[config.mk]
export PLATFORM = sky130hd
export DESIGN_NAME = tsc_wrap
export DESIGN_NICKNAME = d
export VERILOG_FILES = /design/src/hw/rtl/tsc_pkg.sv /design/src/hw/rtl/tsc_wrap.sv
export SDC_FILE = /design/constraint.sdc
export NUM_CORES = 1
export LEC_CHECK = 0
export BUFFER_PORTS_ARGS = -buffer_cell sky130_fd_sc_hd__buf_2
export CAP_MARGIN = 40
export CORE_AREA = 4 4 98 100
export CTS_CLUSTER_DIAMETER = 60
export DETAILED_ROUTE_END_ITERATION = 10
export DIE_AREA = 0 0 102 104
export PLACE_DENSITY = 0.87
export REMOVE_ABC_BUFFERS = 1
export SYNTH_ARGS = -nofsm -noshare
export SYNTH_HDL_FRONTEND = slang
export SYNTH_SLANG_ARGS = --single-unit
[constraint.sdc]
create_clock -name clk -period 9 [get_ports clk]
set_input_delay 1.35 -clock clk [delete_from_list [all_inputs] [get_ports clk]]
set_output_delay 1.35 -clock clk [all_outputs]
set_load 0.03 [all_outputs]
[src/hw/rtl/tsc_pkg.sv]
package tsc_pkg;

  localparam int TSC_FRAC_BITS      = 16;
  localparam int TSC_ANGLE_INT_BITS = 4;

  // working precision of the polynomial datapath
  localparam int TSC_WBITS = 28;
  localparam int TSC_XW    = 31;  // wrapped angle, |x| <= pi
  localparam int TSC_X2W   = 34;  // x^2 and the x^2*t terms
  localparam int TSC_TW    = 30;  // horner partial sums, |t| <= 1
  localparam int TSC_CW    = 28;  // reciprocal coefficients

  // registered stages from input to skid buffer, plus the two skid entries
  localparam int TSC_DEPTH = 14;

  localparam logic [63:0] TSC_PI_Q60 = 64'd3622009729038561421;
  localparam longint      TSC_ONE    = 64'sd1 <<< TSC_WBITS;

  localparam logic signed [TSC_CW-1:0] TSC_C72 = TSC_CW'((TSC_ONE + 36) / 72);
  localparam logic signed [TSC_CW-1:0] TSC_C42 = TSC_CW'((TSC_ONE + 21) / 42);
  localparam logic signed [TSC_CW-1:0] TSC_C20 = TSC_CW'((TSC_ONE + 10) / 20);
  localparam logic signed [TSC_CW-1:0] TSC_C6  = TSC_CW'((TSC_ONE + 3) / 6);

  function automatic logic [63:0] tsc_pi_fx(input int fb);
    return (TSC_PI_Q60 + (64'd1 << (59 - fb))) >> (60 - fb);
  endfunction

  function automatic logic [63:0] tsc_tau_fx(input int fb);
    return (TSC_PI_Q60 + (64'd1 << (58 - fb))) >> (59 - fb);
  endfunction

  function automatic logic [63:0] tsc_half_pi_fx(input int fb);
    return (TSC_PI_Q60 + (64'd1 << (60 - fb))) >> (61 - fb);
  endfunction

  // arithmetic right shift, rounded to nearest with ties away from zero
  function automatic logic signed [63:0] tsc_rnd(input logic signed [63:0] p, input int sh);
    logic signed [63:0] h;
    logic signed [63:0] n;
    h = 64'sd1 <<< (sh - 1);
    n = signed'({63'd0, p[63]});
    return (p + h - n) >>> sh;
  endfunction

endpackage

[src/hw/rtl/tsc_wrap.sv]
module tsc_wrap
  import tsc_pkg::*;
#(
  parameter int FRAC_BITS      = TSC_FRAC_BITS,
  parameter int ANGLE_INT_BITS = TSC_ANGLE_INT_BITS,
  localparam int AW = 1 + ANGLE_INT_BITS + FRAC_BITS,
  localparam int XFW = FRAC_BITS + 3
) (
  input  logic                  clk,
  input  logic                  rst_n,
  input  logic                  en,
  input  logic                  in_valid,
  input  logic                  in_kind,
  input  logic signed [AW-1:0]  in_angle,
  output logic                  out_valid,
  output logic signed [XFW-1:0] out_x
);

  localparam int EW = AW + 2;
  localparam logic signed [EW-1:0] PI_E   = EW'(tsc_pi_fx(FRAC_BITS));
  localparam logic signed [EW-1:0] TAU_E  = EW'(tsc_tau_fx(FRAC_BITS));
  localparam logic signed [EW-1:0] HALF_E = EW'(tsc_half_pi_fx(FRAC_BITS));

  logic                 v0_r;
  logic                 kind0_r;
  logic signed [AW-1:0] angle0_r;
  logic                 v1_r;
  logic signed [XFW-1:0] x1_r;
  logic signed [EW-1:0] x_nxt;

  always_ff @(posedge clk) begin
    if (!rst_n) begin
      v0_r <= 1'b0;
      v1_r <= 1'b0;
    end else if (en) begin
      v0_r <= in_valid;
      v1_r <= v0_r;
    end
  end

  always_ff @(posedge clk) begin
    if (en) begin
      kind0_r  <= in_kind;
      angle0_r <= in_angle;
      x1_r     <= x_nxt[XFW-1:0];
    end
  end

  // binary search for the number of whole turns, largest power first;
  // each step leaves the angle just outside the range, the last one brings it in
  always_comb begin
    logic signed [EW-1:0] step;
    x_nxt = EW'(angle0_r);
    if (kind0_r) begin
      x_nxt = x_nxt + HALF_E;
    end
    for (int j = ANGLE_INT_BITS - 2; j >= 0; j--) begin
      step = TAU_E <<< j;
      if (x_nxt > PI_E + step) begin
        x_nxt = x_nxt - step;
      end else if (x_nxt < -PI_E - step) begin
        x_nxt = x_nxt + step;
      end
    end
    if (x_nxt > PI_E) begin
      x_nxt = x_nxt - TAU_E;
    end else if (x_nxt < -PI_E) begin
      x_nxt = x_nxt + TAU_E;
    end
  end

  assign out_valid = v1_r;
  assign out_x     = x1_r;

endmodule

==> impl_results.md, run 1 <==
- YS warnings: 0
- Buf/Inv on CP: 0
- Synth Flop Type: edfxtp_1
- Initial Utilization: 0.615
- Initial antenna violation count: 0
- Worst r2r src: angle0_r[5]
- Die height: about 100 um
- CP Launch Point: angle0_r[5]
- Yosys top cell by area: edfxtp_1
- Core area: between 8000 and 9000 um2
- CTS buffer count: 5
- N_diodes: 0
- Pwr/cell area: 238 nW/um2
- Critical Path End: out_x[4]
- Worst ir drop on vdd: approximately 0.00010 V
- Detail Placement HPWL: between 10000 and 15000 um
- I/O Buffers: 45
- Root Driver: clkbuf_8
- Nets: 697
- Share of cells above drive strength 1: 0.163
- Arr. time, crit path: between 8 and 9 ns
- Hold WS: 0.536 ns
- Most frequent cell after synthesis: xnor2_1
- Post-synth design cell area: 5340 um2
- Via count: roughly 5500
- Unrepaired setup endpoints after global routing: no
- Buffer count from post-CTS setup fixing: 0
- Delay-heaviest family, CP: compound AO/OA/AOI/OAI gates
- GRT Total Usage: 0.312
- Vias per inst: ~7.2
- Post-DR wirelength/cell: around 22 um
- CP required: just over 9 ns
- Post-Syn Area per Cell: about 8.5 um2
- Synthesis-to-layout area growth: 7.38%
- Clock period minus worst slack: roughly 8.0 ns
- Crit-path max cell delay: ~0.6 ns
- DRC viols: 0
- Final RePlAce weighted congestion: between 1 and 1.5
- TritonCTS clock tree: built
- Crit path cell chain: ha_1 -> a31oi_1 -> o311ai_1 -> xor2_1 -> nand4_1 -> or3_1 -> o21a_1 -> o32ai_2 -> xor2_2 -> or4_1 -> a211o_1 -> a311oi_2 -> nand2_1 -> o221ai_1 -> o211a_1 -> a211o_1 -> a211o_1 -> nor3b_1 -> a31oi_1 -> xnor2_1
- Yosys reg bits: 43
- Starting DRT DRC Count: approximately 340
- Final Hold Fails: 0
- Total Wirelength: between 15000 and 20000 um
- Pin count of the biggest net entering global routing: 30
- Max Cap Viol: 0
- Setup_tns: 0 ns
- Min-delay worst type: reg -> reg
- Final Setup Violations: 0
- ANT nets after route: 0
- Vias in the first global route: 5300
- Rows: 34
- EDFF count, synth: just over 40
- GR Overflow Total: 0
- CP Depth: 20
- Latest clock arrival within the worst-skew pair: just over 0.3 ns
- Worst-margin pin slew: around 0.9 ns
- Leakage power: between 1.5 and 2 nW
- Fraction of registers with async set/reset: 0
- Register area share after synthesis: 0.238
- Clk slew on worst S/H paths: 0.09 ns
- Clock Tree Buf Depth: 2
- Top cell by count, worst path: a211o_1
- Critical path's slowest cell: a311oi_2
- F_max: between 100 and 150 MHz
- CP Capture Type: flop
- Die Span X: approximately 100 um
- Worst-path maximum fanout: 20
- Critical path class: reg -> reg
- Post-synth top area share: 0.230
- Post_cts resized: 0
- Die area: between 10000 and 15000 um2
- Top cells by area, synth: edfxtp_1, xnor2_1, nand3_1
- CTS Hold Bufs: 0
- Top post-synthesis cells by count: xnor2_1, nand2_1, nor2_1
- R2r worst-path depth: 20
- Clock skew: roughly 0.015 ns
- H-tree depth: 2
- Core Util, Final: 0.661
- Slew margin rel.: 0.391
- Period utilisation layout: 0.886
- Max Slew Vio Count: 0
- First-pass GRT wire length: between 20000 and 30000 um
- Sink Count: 43
- Yosys cell types: 100
- Reg2reg end: out_x[4]
- First drt pass iteration count: 6
- Cells after Synth: ~630
- Startpoint types: flop
- Status: finished clean
- R2R setup slack: 1.02 ns
- Top Ports: 46
## layout by cell type, fill, tap and decap left out, types with 5 or more instances in the layout
| cell type | instances |
|---|---|
| xnor2_1 | 49 |
| buf_2 | 45 |
| nand2_1 | 43 |
| nor2_1 | 42 |
| edfxtp_1 | 41 |
| nand3_1 | 34 |
| o21ai_0 | 28 |
| a21oi_1 | 27 |
| nor3_1 | 24 |
| nand4_1 | 18 |
| xor2_1 | 17 |
| and3_1 | 15 |
| inv_1 | 13 |
| ha_1 | 11 |
| o21a_1 | 10 |
| o22ai_1 | 10 |
| buf_4 | 10 |
| a31oi_1 | 9 |
| or3_1 | 9 |
| nor4_1 | 9 |
| o211ai_1 | 9 |
| and2_1 | 8 |
| o31ai_1 | 7 |
| a21o_1 | 7 |
| or4_1 | 7 |
| o32ai_1 | 7 |
| nor2b_1 | 6 |
| nand2b_1 | 6 |
| a211oi_1 | 6 |
| nor3b_1 | 6 |
| clkbuf_8 | 6 |
| a31o_2 | 5 |
| a32oi_1 | 5 |
## layer usage
layer / part of all wire / GRT usage
met5: 0 / 0
met1: 0.37 / 0.362
met2: 0.50 / 0.549
met4: 0.055 / 0.155
met3: 0.074 / 0.0396
## state kept, by name, indices dropped and copies added (netlist names)
name       cells
angle0_r      21
out_x         19
kind0_r        1
out_valid      1
v0_r           1
## final cells by class
class,instances,area [um2]
Multi-Input combinational cell,540,3830
Fill cell,714,2940
Sequential cell,43,1270
Timing Repair Buffer,56,328
Tap cell,108,135
Clock buffer,6,82.6
Inverter,14,52.6
Clock inverter,2,35.0
## cell families after synthesis
logic type | Yosys count | share of synthesized area
flops | 43 | 0.238
simple gates | 253 | 0.261
mux | 5 | 0.00960
xor+xnor | 68 | 0.114
fa+ha+maj | 11 | 0.0258
buf+inv | 49 | 0.0447
compound gates | 203 | 0.306
## stage by stage
| step | instances | power [mW] | area, um2 | setup slack (ns) |
|---|---|---|---|---|
| after floorplan | 597 | 0.964 | 5150 | 1.88 |
| after global placement | 760 | 1.15 | 5590 | 1.38 |
| after detailed placement | 761 | 1.18 | 5620 | 1.30 |
| after CTS | 769 | 1.34 | 5740 | 1.26 |
| after global routing | 769 | 1.44 | 5740 | 0.433 |
| final | 769 | 1.37 | 5740 | 1.02 |
## worst reg2reg max path, stage by stage, from the launching register on
cell and delay (ns):
edfxtp_1 0.56, ha_1 0.43, a31oi_1 0.27, o311ai_1 0.48
xor2_1 0.37, nand4_1 0.15, or3_1 0.39, o21a_1 0.40
o32ai_2 0.49, xor2_2 0.27, or4_1 0.52, a211o_1 0.31
a311oi_2 0.60, nand2_1 0.35, o221ai_1 0.51, o211a_1 0.29
a211o_1 0.14, a211o_1 0.58, nor3b_1 0.37, a31oi_1 0.11
xnor2_1 0.15
## report_power, final
part | switching, mW | internal [mW]
Combinational | 0.571 | 0.313
Clock | 0.0733 | 0.0900
Sequential | 0.0286 | 0.290
Total | 0.673 | 0.693
## worst min-delay path by stage
stage                          from         to  cells after the start
after floorplan                v0_r       v0_r                      2
after global placement    out_valid  out_valid                      2
after detailed placement       v0_r       v0_r                      2
after CTS                      v0_r       v0_r                      2
after global routing           v0_r       v0_r                      2
final                          v0_r       v0_r                      2
(Power assumes the default switching activity.)
==> inputs of run 2 (changes only) <==
--- a/config.mk
+++ b/config.mk
@@ -7,11 +7,11 @@
 export LEC_CHECK = 0
 export BUFFER_PORTS_ARGS = -buffer_cell sky130_fd_sc_hd__buf_2
 export CAP_MARGIN = 40
-export CORE_AREA = 4 4 98 100
+export CORE_AREA = 4 4 104 106
 export CTS_CLUSTER_DIAMETER = 60
 export DETAILED_ROUTE_END_ITERATION = 10
-export DIE_AREA = 0 0 102 104
-export PLACE_DENSITY = 0.87
+export DIE_AREA = 0 0 108 110
+export PLACE_DENSITY = 0.79
 export REMOVE_ABC_BUFFERS = 1
 export SYNTH_ARGS = -nofsm -noshare
 export SYNTH_HDL_FRONTEND = slang
==> impl_results.md, run 2 (synthesis results as in run 1) <==
- Status: finished clean
- Core Util, Final: 0.586 (-0.0746)
- Critical path class: reg -> reg
- GR Overflow Total: 0 (unchanged)
- Share of cells above drive strength 1: 0.160 (-0.00303)
- Max Slew Vio Count: 0 (unchanged)
- Final RePlAce weighted congestion: 0.988 (-4.8%)
- Period utilisation layout: 0.892 (+0.00510)
- GRT Total Usage: 0.276 (-0.0351)
- WHS Endpoint: out_valid
- Setup_tns: 0 ns (unchanged)
- Worst-path maximum fanout: 12 (-40%)
- CP Capture Type: flop
- Rows: 36 (+5.9%)
- Final Hold Fails: 0 (unchanged)
- Die Span X: 108 um (+5.9%)
- Post-DR wirelength/cell: 20.4 um (-7.0%)
- H-tree depth: 2 (unchanged)
- N_diodes: 0 (unchanged)
- Max Cap Viol: 0 (unchanged)
- Worst r2r src: angle0_r[5]
- Detail Placement HPWL: 12800 um (-2.5%)
- Worst ir drop on vdd: 0.000103 V (+2.4%)
- Arr. time, crit path: 8.08 ns (+0.05 ns)
- ANT nets after route: 0 (unchanged)
- CTS Hold Bufs: 0 (unchanged)
- Reg2reg end: out_x[17]
- Initial Utilization: 0.546 (-0.0690)
- Latest clock arrival within the worst-skew pair: 0.30 ns (about the same)
- Die height: 110 um (+5.8%)
- R2r worst-path depth: 21 (+5.0%)
- Top Ports: 46 (unchanged)
- Buffer count from post-CTS setup fixing: 0 (unchanged)
- Startpoint types: flop
- Hold_sp: out_valid
- DRC viols: 0 (unchanged)
- Most common cell after layout, fill and taps aside: xnor2_1
- Slew margin rel.: 0.376 (-0.0151)
- R2R setup slack: 0.98 ns (-0.05 ns)
- Die area: 11900 um2 (+12%)
- CP required: 9.06 ns (about the same)
- F_max: 125 MHz (-0.57%)
- Filler cell count: 862 (+21%)
- Vias per inst: 6.81 (-5.6%)
- Clock skew: 0.00525 ns (-0.00953 ns)
- Final Setup Violations: 0 (unchanged)
- Hold Crit Depth: 2 (unchanged)
- Sink Count: 43 (unchanged)
- First-pass GRT wire length: 26100 um (-2.7%)
- Synthesis-to-layout area growth: 7.29% (about the same)
- CTS buffer count: 5 (unchanged)
- Pwr/cell area: 229 nW/um2 (-4.0%)
- Worst-margin pin slew: 0.936 ns (+0.0226 ns)
- I/O Buffers: 45 (unchanged)
- Via count: 5404 (-2.5%)
- Clock Tree Buf Depth: 2 (unchanged)
- Nets: 697 (unchanged)
- Initial antenna violation count: 0 (unchanged)
- Pin count of the biggest net entering global routing: 30 (unchanged)
- TritonCTS clock tree: built
- Starting DRT DRC Count: 331 (-1.8%)
- Root Driver: clkbuf_8
- Vias in the first global route: 5200 (-1.9%)
- Clk slew on worst S/H paths: 0.09 ns (about the same)
- Most frequent cells in the layout: xnor2_1, buf_2, nand2_1
- Min-delay worst type: reg -> reg
- Unrepaired setup endpoints after global routing: no
- Clock period minus worst slack: 8.02 ns (+0.0459 ns)
- Post_cts resized: 0 (unchanged)
- Total Wirelength: 16200 um (-4.0%)
- Biggest register: angle0_r
- Leakage power: 1.97 nW (-1.1%)
- Core area: 9770 um2 (+13%)
- First drt pass iteration count: 5 (-1)
- Max reg flops: 21 (unchanged)
-- run 2: cell count changes in the layout (fill, tap and decap cells not counted) --
cell	before	now
buf_2	45	46
buf_4	10	9
clkinv_2	1	0
bufinv_16	1	0
clkinvlp_4	0	1
clkbuf_8	6	5
clkinv_1	1	3
-- run 2: how the worst max path moves through the flow --
stage                            from   endpoint  slack (ns)  depth (start not counted)
after CTS                 angle0_r[5]  out_x[14]        1.15                         21
after floorplan           angle0_r[5]   out_x[1]        1.88                         19
after global routing      angle0_r[5]  out_x[17]        0.42                         21
after global placement    angle0_r[5]  out_x[17]        1.15                         21
final                     angle0_r[5]  out_x[17]        0.98                         21
after detailed placement  angle0_r[5]  out_x[14]        1.18                         22
-- run 2: worst max-delay path, cell delays in order (launching register included) --
cell and delay, ns:
edfxtp_1 0.54, ha_1 0.40, a31oi_1 0.46, nor2_1 0.16, xnor2_2 0.45, nor3_1 0.15, o41a_1 0.47, o21a_1 0.40
o32ai_1 0.52, xor2_1 0.25, o311ai_0 0.50, a211oi_1 0.18, a21oi_1 0.77, nor4_1 0.15, or3_1 0.45, a21oi_1 0.39
a221o_1 0.25, o31ai_2 0.09, a221oi_4 0.62, buf_4 0.29, o22ai_1 0.12, xnor2_1 0.17
-- run 2: layout make-up --
cell class | count | area, um2 | share of cell area
multi-input cells | 540 | 3830 | 0.669
repair buffers | 56 | 325 | 0.0568
inverters | 14 | 52.6 | 0.00917
clock inverters | 3 | 15.0 | 0.00262
well taps | 133 | 166 | 0.0290
flip-flops and latches | 43 | 1270 | 0.222
clock buffers | 5 | 68.8 | 0.0120
-- run 2: routing by layer --
| metal | part of all wire | up-vias | GRT usage |
|---|---|---|---|
| met3 | 0.050 | 66 | 0.0303 |
| met4 | 0.067 | 0 | 0.187 |
| met2 | 0.49 | 266 | 0.482 |
| li1 | - | 2540 | - |
| met1 | 0.39 | 2532 | 0.320 |
| met5 | 0 | - | 0 |
-- run 2: where the power goes --
| group | switching [mW] | leakage [nW] | internal, mW | total, mW |
|---|---|---|---|---|
| Sequential | 0.0275 | 0.418 | 0.290 | 0.317 |
| Clock | 0.0705 | 0.0392 | 0.0528 | 0.123 |
| Combinational | 0.559 | 1.51 | 0.310 | 0.869 |
| Total | 0.657 | 1.97 | 0.652 | 1.31 |
-- run 2: stage by stage --
| step | area [um2] | setup WS, ns | power, mW | std cells | hold WS [ns] |
|---|---|---|---|---|---|
| floorplan | 5150 | 1.88 | 0.964 | 597 | 0.482 |
| global placement | 5610 | 1.15 | 1.16 | 783 | 0.492 |
| global route | 5730 | 0.415 | 1.40 | 794 | 0.607 |
| CTS | 5730 | 1.15 | 1.30 | 794 | 0.539 |
| detailed placement | 5650 | 1.18 | 1.17 | 786 | 0.514 |
| finish | 5730 | 0.976 | 1.31 | 794 | 0.530 |
