File: src/hw/rtl/tsc_skid.sv
module tsc_skid #(
  parameter int W = 18
) (
  input  logic         clk,
  input  logic         rst_n,
  input  logic         in_valid,
  input  logic [W-1:0] in_data,
  output logic         in_ready,
  output logic         out_valid,
  input  logic         out_ready,
  output logic [W-1:0] out_data
);

  logic         main_v_r;
  logic [W-1:0] main_d_r;
  logic         sk_v_r;
  logic [W-1:0] sk_d_r;
  logic         push;

  assign push = in_valid && !sk_v_r;

  always_ff @(posedge clk) begin
    if (!rst_n) begin
      main_v_r <= 1'b0;
      sk_v_r   <= 1'b0;
    end else if (!main_v_r || out_ready) begin
      if (sk_v_r) begin
        main_v_r <= 1'b1;
        sk_v_r   <= 1'b0;
      end else begin
        main_v_r <= push;
      end
    end else if (push) begin
      // output stalled: park the request in the spare entry
      sk_v_r <= 1'b1;
    end
  end

  always_ff @(posedge clk) begin
    if (!main_v_r || out_ready) begin
      main_d_r <= sk_v_r ? sk_d_r : in_data;
    end else if (push) begin
      sk_d_r <= in_data;
    end
  end

  assign in_ready  = !sk_v_r;
  assign out_valid = main_v_r;
  assign out_data  = main_d_r;

endmodule

File: config.mk
export PLATFORM = sky130hd
export DESIGN_NAME = tsc_skid
export DESIGN_NICKNAME = d
export VERILOG_FILES = /design/src/hw/rtl/tsc_skid.sv
export SDC_FILE = /design/constraint.sdc
export NUM_CORES = 1
export LEC_CHECK = 0
export BUFFER_PORTS_ARGS = -buffer_cell sky130_fd_sc_hd__clkbuf_2
export CAP_MARGIN = 40
export CORE_MARGIN = 2
export CORE_UTILIZATION = 50
export CTS_CLUSTER_SIZE = 12
export DETAILED_ROUTE_END_ITERATION = 6
export PLACE_DENSITY = 0.77
export SETUP_SLACK_MARGIN = 0.3
export SLEW_MARGIN = 20
export SYNTH_ARGS = -nofsm -noshare
export SYNTH_HDL_FRONTEND = slang
export SYNTH_SLANG_ARGS = --single-unit
File: constraint.sdc
create_clock -name clk -period 4.1 [get_ports clk]
set_input_delay 0 -clock clk [delete_from_list [all_inputs] [get_ports clk]]
set_output_delay 0 -clock clk [all_outputs]
set_load 0.03 [all_outputs]
==> impl_metrics.ini, run 1 <==
[global_routing]
grt_pass1_wl_um = 3650
antenna_found_initial = 0
grt.total_usage_pct = 15.9
grt_pass1_vias = 802
overflow = 0
grt_max_degree = 14

[route]
wl_per_cell_um = 13.7
drc = 0
firstDrtPassIters = 4
routed_wirelength_um = 2280
drtIter0Drc = 6
via_count = 794
ant_nets = 0
viasPerCell = 4.78

[yosys]
synthMostInstantiatedCell = edfxtp_1
netlist_instances = 64
synth_fp_nets = 86
ys_types = 11
synth_seq_cells = 38
yosysSeqAreaShare_pct = 77.1
synth_area_um2 = 1450
ys_top_cells_by_area = edfxtp_1 (74%), mux2_4 (18%), dfxtp_1 (2.8%), buf_6 (1.5%), nor3b_2 (0.86%)
synth_common_cells = edfxtp_1 (36), mux2_4 (17), buf_6 (2), dfxtp_1 (2)
synth.avg_cell_area_um2 = 22.7
synth_top_area_cell = edfxtp_1
synth_top_area_share_pct = 74.4
synth_ff_type = edfxtp_1
yosys_warnings = 0
synthArstFlopShare_pct = 0
synth_edf_count = 36

[sta]
rsz0062_at_grt = false
max_freq_mhz = 527
relSlewSlack_pct = 57.5
hold_slack_ns = 0.357
worst_pin_slew_ns = 0.636
setup_viol = 0
finalCritPeriodShare_pct = 46.3
layout_min_cycle_time_ns = 1.90
maxSlewViolCount = 0
fin_setup_tns_ns = 0
finalHoldViolations = 0
fin_skew_ns = 0.00804

[die]
num_io_pins = 42
die_x_um = 57.9
die_h_um = 57.9
num_rows = 19
die_area_um2 = 3360
core_um2 = 2760
start_util_pct = 52.7

[min_path]
hold_depth = 2
hold_class = input pin to flop

[power_and_ir_drop]
peakVddDrop_uv = 294
power_density_nw_per_um2 = 370
leakagePower_nw = 0.807

[place]
gp_congestion = 0.681
dp_hpwl_um = 1560
numPortBuffers = 41

[setup_path]
start_kind = flop
worstPathRequired_ns = 4.15
crit_fanout = 13
crit_path_end_kind = flop
crit_type = flop to flop
ff2ff_path_depth = 4
cp.arrival_ns = 1.95

[finish]
syn2layout_area_growth_pct = 35.8
drive_gt1_share_pct = 52.6
final_nets = 156
diodes = 0

[clock_tree]
cts_resized = 0
clockBufferDepth = 2
path_clk_slew_ns = 0.11
post_cts_buffers = 0
h-tree-depth = 2
clock_latency_ns = 0.35
cts.sinks = 38
cts_root_buffer = clkbuf_4
cts_made_buffers = 5
cts_tree = built
postCtsHoldBufs = 21

[status]
status = finished clean

[run]
drv_cap = 0
==> where the power goes <==
| group | internal [mW] | leakage (nW) | switching, mW |
|---|---|---|---|
| registers | 0.446 | 0.367 | 0.00559 |
| logic | 0.0471 | 0.411 | 0.0534 |
| clock network | 0.0644 | 0.0297 | 0.115 |
| total | 0.557 | 0.807 | 0.174 |
==> state kept, by name, indices dropped and copies added (netlist names) <==
signal / cells
out_data: 18
out_valid: 1
sk_d_r: 18
sk_v_r: 1
==> through the flow <==
stage	worst slack [ns]	instance area (um^2)	utilization, %	std cells	power (mW)
global placement	2.12	1690	61.2	135	0.543
finish	2.20	1970	71.6	166	0.731
CTS	2.16	1970	71.6	166	0.738
detailed placement	2.19	1710	62.2	137	0.546
global route	2.07	1970	71.6	166	0.763
floorplan	1.19	1450	-	64	0.515
==> worst paths after layout <==
| kind | start | end | slack, ns |
|---|---|---|---|
| worst max register to register | out_valid | sk_d_r[8] | 2.20 |
| worst min register to register | sk_d_r[15] | out_data[15] | 0.56 |
| worst max-delay path | out_valid | sk_d_r[8] | 2.20 |
| worst min-delay path | out_ready | out_data[2] | 0.36 |
==> critical path, cell delays in order, from the launching register on <==
cell and delay [ns]:
dfxtp_1 0.34, nand2b_1 0.29, buf_6 0.27, nor3b_2 0.40, buf_4 0.30
==> layout make-up <==
type / count / area (um^2)
Sequential cell: 38 / 1120
Fill cell: 189 / 783
Timing Repair Buffer: 65 / 449
Multi-Input combinational cell: 23 / 312
Clock buffer: 6 / 41.3
Tap cell: 31 / 38.8
Clock inverter: 2 / 8.76
Inverter: 1 / 3.75
==> per-layer routing <==
layer | wire length, um | GRT usage [%]
met4 | 59 | 8.97
met2 | 1240 | 26.1
met3 | 128 | 7.37
met1 | 851 | 16.9
met5 | 0 | 0
==> layout by cell type, fill, tap and decap left out, drive strengths merged <==
master       synthesis  routed
clkbuf               0      47
edfxtp              36      36
dlygate4sd3          0      21
mux2                18      18
buf                  2       3
nor3b                2       2
dfxtp                2       2
clkinv               0       2
nand2b               1       1
inv                  1       1
nor2                 1       1
a21boi               1       1
==> kinds of logic (layout without fill, tap and decap cells) <==
| kind of cell | Yosys count | after routing | synth area share, % |
|---|---|---|---|
| buf+inv | 3 | 74 | 1.81 |
| simple gates | 4 | 4 | 2.24 |
| flops | 38 | 38 | 77.1 |
| mux | 18 | 18 | 18.3 |
| compound gates | 1 | 1 | 0.517 |
(Power assumes the default switching activity.)
==> inputs of run 2 (changes only) <==
--- a/config.mk
+++ b/config.mk
@@ -8,10 +8,10 @@
 export BUFFER_PORTS_ARGS = -buffer_cell sky130_fd_sc_hd__clkbuf_2
 export CAP_MARGIN = 40
 export CORE_MARGIN = 2
-export CORE_UTILIZATION = 50
+export CORE_UTILIZATION = 45
 export CTS_CLUSTER_SIZE = 12
 export DETAILED_ROUTE_END_ITERATION = 6
-export PLACE_DENSITY = 0.77
+export PLACE_DENSITY = 0.74
 export SETUP_SLACK_MARGIN = 0.3
 export SLEW_MARGIN = 20
 export SYNTH_ARGS = -nofsm -noshare
==> constraint.sdc (replaced) <==
create_clock -name clk -period 1.6 [get_ports clk]
set_input_delay 0 -clock clk [delete_from_list [all_inputs] [get_ports clk]]
set_output_delay 0 -clock clk [all_outputs]
set_load 0.03 [all_outputs]
==> impl_metrics.ini, run 2 (synthesis gave the netlist of run 1 again) <==
[finish]
final_nets = 156
final_common_cell = clkbuf_2
layout_common_cells = clkbuf_2 (41), edfxtp_1 (36), dlygate4sd3_1 (20), mux2_4 (17), clkbuf_4 (5)
diodes = 0
syn2layout_area_growth_pct = 39.5
nFillCells = 227
drive_gt1_share_pct = 55.2
final_cell_area_um2 = 2030

[setup_path]
critPathLaunch = sk_v_r
start_kind = flop
crit_type = flop to flop
critPathTopFamily = buffers and inverters
crit_fanout = 21
r2r_start = sk_v_r
crit_chain = buf_12 > nor3b_4 > buf_4
critPathSlowestCell = dfxtp_1
cp.arrival_ns = 1.26
max_stage_delay_ns = 0.34
crit_buf_inv = 2
ff2ff_path_depth = 3
r2r_end = sk_d_r[9]
crit_cells = 3
worstPathRequired_ns = 1.64
crit_end = sk_d_r[9]
r2r_setup_slack_ns = 0.38
crit_path_end_kind = flop

[power_and_ir_drop]
clockPowerShare_pct = 29.6
leakagePower_nw = 0.822
power_frac_comb_pct = 13.0
peakVddDrop_uv = 812
power_mw = 2.01
switching_share_pct = 21.5
p_int_mw = 1.58
power_density_nw_per_um2 = 992
net-switching-power_uw = 432
power_frac_seq_pct = 57.4

[route]
drc = 0
viasPerCell = 4.33
via_count = 770
ant_nets = 0
wl_per_cell_um = 12.7
drtIter0Drc = 13
firstDrtPassIters = 4
routed_wirelength_um = 2270

[sta]
final.setup.worst_slack_ns = 0.376
layout_min_cycle_time_ns = 1.22
maxSlewViolCount = 0
max_freq_mhz = 817
setup_viol = 0
fin_setup_tns_ns = 0
fin_skew_ns = 0.0100
worst_pin_slew_ns = 0.253
relSlewSlack_pct = 83.1
rsz0062_at_grt = false
finalHoldViolations = 0
finalCritPeriodShare_pct = 76.5
hold_slack_ns = 0.258

[clock_tree]
post_cts_buffers = 0
h-tree-depth = 2
clock_latency_ns = 0.33
cts_made_buffers = 5
cts_tree = built
cts_resized = 0
clockBufferDepth = 2
cts_root_buffer = clkbuf_4
path_clk_slew_ns = 0.10
cts.sinks = 38

[place]
pre_cts_slack_ns = 0.376
gp_congestion = 0.607
numPortBuffers = 41
dpl_cell_area_um2 = 1760
dp_hpwl_um = 1590

[status]
status = finished clean

[min_path]
hold_class = input pin to flop

[die]
num_rows = 20
die_h_um = 60.8
core_um2 = 3050
start_util_pct = 47.6
die_area_um2 = 3700
num_io_pins = 42
die_x_um = 60.8

[global_routing]
antenna_found_initial = 0
grt_pass1_vias = 744
grt.total_usage_pct = 13.3
grt_max_degree = 22
grt_pass1_wl_um = 3440
overflow = 0

[run]
drv_cap = 0
==> run 2: what timing repair did <==
item | CTS | global route
hold buffers | 20 | 0
endpoints found under the setup margin | 0 | 0
endpoints found under the hold margin | 37 | 0
==> run 2: how the worst min path moves through the flow <==
stage	start	end	slack, ns	cells past startpoint
2_1_floorplan	in_data[0]	sk_d_r[0]	0.1	0
3_3_place_gp	in_data[15]	sk_d_r[15]	0.20	1
3_5_place_dp	in_data[3]	sk_d_r[3]	0.20	1
4_1_cts	out_ready	sk_d_r[2]	0.25	4
5_1_grt	out_ready	sk_d_r[2]	0.26	4
6_report	out_ready	sk_d_r[2]	0.26	4
==> run 2: metrics by stage <==
| stage | instances | utilization (%) |
|---|---|---|
| after floorplan | 64 | - |
| after global placement | 151 | 57.5 |
| after detailed placement | 151 | 57.5 |
| after CTS | 178 | 66.4 |
| after global routing | 178 | 66.4 |
| final | 178 | 66.4 |
==> run 2: per-layer routing <==
metal  wire, um  GRT usage (%)  up-vias
li1           -              -      390
met1        884           15.0      354
met2       1280           23.0       21
met3         79           5.12        5
met4         29           4.66        0
met5          0              0        -
==> run 2: power groups by stage <==
stage	clock [mW]	combinational (mW)	sequential, mW
finish	0.595	0.262	1.15
global route	0.646	0.279	1.16
CTS	0.612	0.265	1.16
detailed placement	0	0.227	1.18
global placement	0	0.224	1.18
floorplan	0	0.0673	1.26
==> run 2: layout make-up <==
class                   instances  area, um^2  area share, %
clock buffers                   5        37.5           1.85
clock inverters                 2        33.8           1.67
inverters                       1        3.75          0.185
multi-input cells              23         325           16.0
flip-flops and latches         38        1120           55.5
well taps                      44        55.1           2.71
repair buffers                 65         448           22.1
==> run 2: worst register-to-register path, cell delays in order, from the launching register on <==
cell and delay (ns):
dfxtp_1 0.34, buf_12 0.17, nor3b_4 0.22, buf_4 0.21
==> inputs of run 3 (changes only) <==
--- a/config.mk
+++ b/config.mk
@@ -5,13 +5,14 @@
 export SDC_FILE = /design/constraint.sdc
 export NUM_CORES = 1
 export LEC_CHECK = 0
+export ABC_AREA = 1
 export BUFFER_PORTS_ARGS = -buffer_cell sky130_fd_sc_hd__clkbuf_2
 export CAP_MARGIN = 40
 export CORE_MARGIN = 2
-export CORE_UTILIZATION = 45
+export CORE_UTILIZATION = 49
 export CTS_CLUSTER_SIZE = 12
 export DETAILED_ROUTE_END_ITERATION = 6
-export PLACE_DENSITY = 0.74
+export PLACE_DENSITY = 0.77
 export SETUP_SLACK_MARGIN = 0.3
 export SLEW_MARGIN = 20
 export SYNTH_ARGS = -nofsm -noshare
==> constraint.sdc (replaced) <==
create_clock -name clk -period 1.2 [get_ports clk]
set_input_delay 0 -clock clk [delete_from_list [all_inputs] [get_ports clk]]
set_output_delay 0 -clock clk [all_outputs]
set_load 0.03 [all_outputs]
==> impl_metrics.ini, run 3 <==
[finish]
layout_common_cells = nand2_1 (50), edfxtp_1 (36), dlygate4sd3_1 (21), clkbuf_2 (21), buf_6 (10)
drive_gt1_share_pct = 37.5
syn2layout_area_growth_pct = 58.3
final_cell_area_um2 = 2210
final_common_cell = nand2_1
final_nets = 205
diodes = 0

[setup_path]
max_stage_delay_ns = 0.39
cp.arrival_ns = 1.11
worstPathRequired_ns = 1.27
critPathSlowestCell = dfxtp_4
r2r_start = out_valid
crit_chain = nand2_8 > nor2_4 > buf_6
crit_path_end_kind = flop
crit_type = flop to flop
start_kind = flop
critPathLaunch = out_valid
crit_fanout = 8

[power_and_ir_drop]
peakVddDrop_uv = 1070
leakagePower_nw = 0.959
power_density_nw_per_um2 = 1200

[place]
pre_cts_slack_ns = 0.119
dpl_cell_area_um2 = 1690
dp_hpwl_um = 1750
numPortBuffers = 41
gp_congestion = 0.739

[yosys]
synth_ff_type = edfxtp_1
synth.avg_cell_area_um2 = 13.1
synthMostInstantiatedCell = nand2_1
ys_types = 9
synth_edf_count = 36
ys_top_cells_by_area = edfxtp_1 (78%), nand2_1 (15%), dfxtp_1 (2.9%), buf_4 (2.2%), nor2_1 (0.81%)
synth_top_area_share_pct = 77.6
synth_top_area_cell = edfxtp_1
synth_seq_cells = 38
synthArstFlopShare_pct = 0
yosys_warnings = 0
synth_common_cells = nand2_1 (57), edfxtp_1 (36), buf_4 (4)
netlist_instances = 106
synth_fp_nets = 128
synth_area_um2 = 1390
yosysSeqAreaShare_pct = 80.4

[sta]
setup_viol = 0
finalCritPeriodShare_pct = 87.0
max_freq_mhz = 958
hold_slack_ns = 0.123
maxSlewViolCount = 0
layout_min_cycle_time_ns = 1.04
worst_pin_slew_ns = 0.211
final.setup.worst_slack_ns = 0.156
fin_skew_ns = 0.00845
relSlewSlack_pct = 85.9
rsz0062_at_grt = true
finalHoldViolations = 0
fin_setup_tns_ns = 0

[min_path]
hold_class = input pin to flop
hp-start = out_ready

[global_routing]
grt_pass1_wl_um = 4690
grt_pass1_vias = 1033
antenna_found_initial = 0
grt_max_degree = 21
grt.total_usage_pct = 20.4
overflow = 0

[route]
drtIter0Drc = 25
viasPerCell = 4.83
ant_nets = 0
wl_per_cell_um = 14.7
via_count = 1038
firstDrtPassIters = 4
drc = 0
routed_wirelength_um = 3150

[clock_tree]
cts_tree = built
cts_root_buffer = clkbuf_4
cts_made_buffers = 5
clockBufferDepth = 2
path_clk_slew_ns = 0.11
clock_latency_ns = 0.35
h-tree-depth = 2
cts.sinks = 38

[die]
num_io_pins = 42
core_um2 = 2730
die_x_um = 57.3
start_util_pct = 51.0
num_rows = 19
die_h_um = 57.3
die_area_um2 = 3290

[run]
drv_cap = 0

[status]
status = finished clean
[run 3: changes by cell type after synthesis, moves of 2 or more]
cell     previous run  this run
buf_6               2         0
mux2_4             17         0
buf_4               0         4
nand2_1             0        57
nor2_1              0         3
[run 3: power by group]
part	internal, mW	switching [mW]	total, mW	leakage [nW]
clock network	0.209	0.403	0.611	0.0277
logic	0.234	0.239	0.473	0.563
registers	1.53	0.0325	1.57	0.368
total	1.98	0.675	2.65	0.959
[run 3: layer usage]
| metal | global-route usage, % | up-vias | share of wire, % | wire [um] |
|---|---|---|---|---|
| li1 | - | 509 | - | - |
| met1 | 21.7 | 494 | 39 | 1240 |
| met2 | 36.0 | 29 | 55 | 1740 |
| met3 | 7.71 | 6 | 4.0 | 127 |
| met4 | 8.97 | 0 | 1.7 | 53 |
| met5 | 0 | - | 0 | 0 |
[run 3: repair_timing]
action,in CTS,in global routing
resized for setup,40,23
endpoints found under the hold margin,37,0
pin swaps,1,0
setup buffers,7,0
endpoints found under the setup margin,65,74
hold buffers,21,0
[run 3: layout make-up]
| class | instances | area (um^2) |
|---|---|---|
| Inverter | 2 | 7.51 |
| Multi-Input combinational cell | 62 | 279 |
| Clock buffer | 5 | 37.5 |
| Clock inverter | 3 | 11.3 |
| Tap cell | 31 | 38.8 |
| Fill cell | 143 | 527 |
| Sequential cell | 38 | 1130 |
| Timing Repair Buffer | 74 | 707 |
[run 3: worst max-delay path, delay by kind of cell (launching register included)]
kind                   cells  cell delay (ns)
flip-flops                 1             0.39
AND/OR/NAND/NOR            2             0.22
buffers and inverters      1             0.16
[run 3: path summary, 6_finish.rpt]
check,cells past startpoint,slack (ns),end
worst min register to register,2,0.53,out_data[0]
worst max-delay path,3,0.16,sk_d_r[0]
worst max register to register,3,0.16,sk_d_r[0]
worst min-delay path,4,0.12,out_data[16]
[run 3: logic make-up (layout without fill, tap and decap cells)]
| family | Yosys count | count (layout) | share of synthesized area, % |
|---|---|---|---|
| buf+inv | 6 | 84 | 2.69 |
| simple gates | 61 | 61 | 16.5 |
| flops | 38 | 38 | 80.4 |
| compound gates | 1 | 1 | 0.359 |
[run 3: per-stage QoR]
stage	instances	utilization (%)	total power, mW
6_report	215	80.7	2.65
5_1_grt	215	80.7	2.74
4_1_cts	215	78.9	2.62
3_5_place_dp	179	61.7	1.89
3_3_place_gp	179	61.7	1.88
2_1_floorplan	106	-	1.77
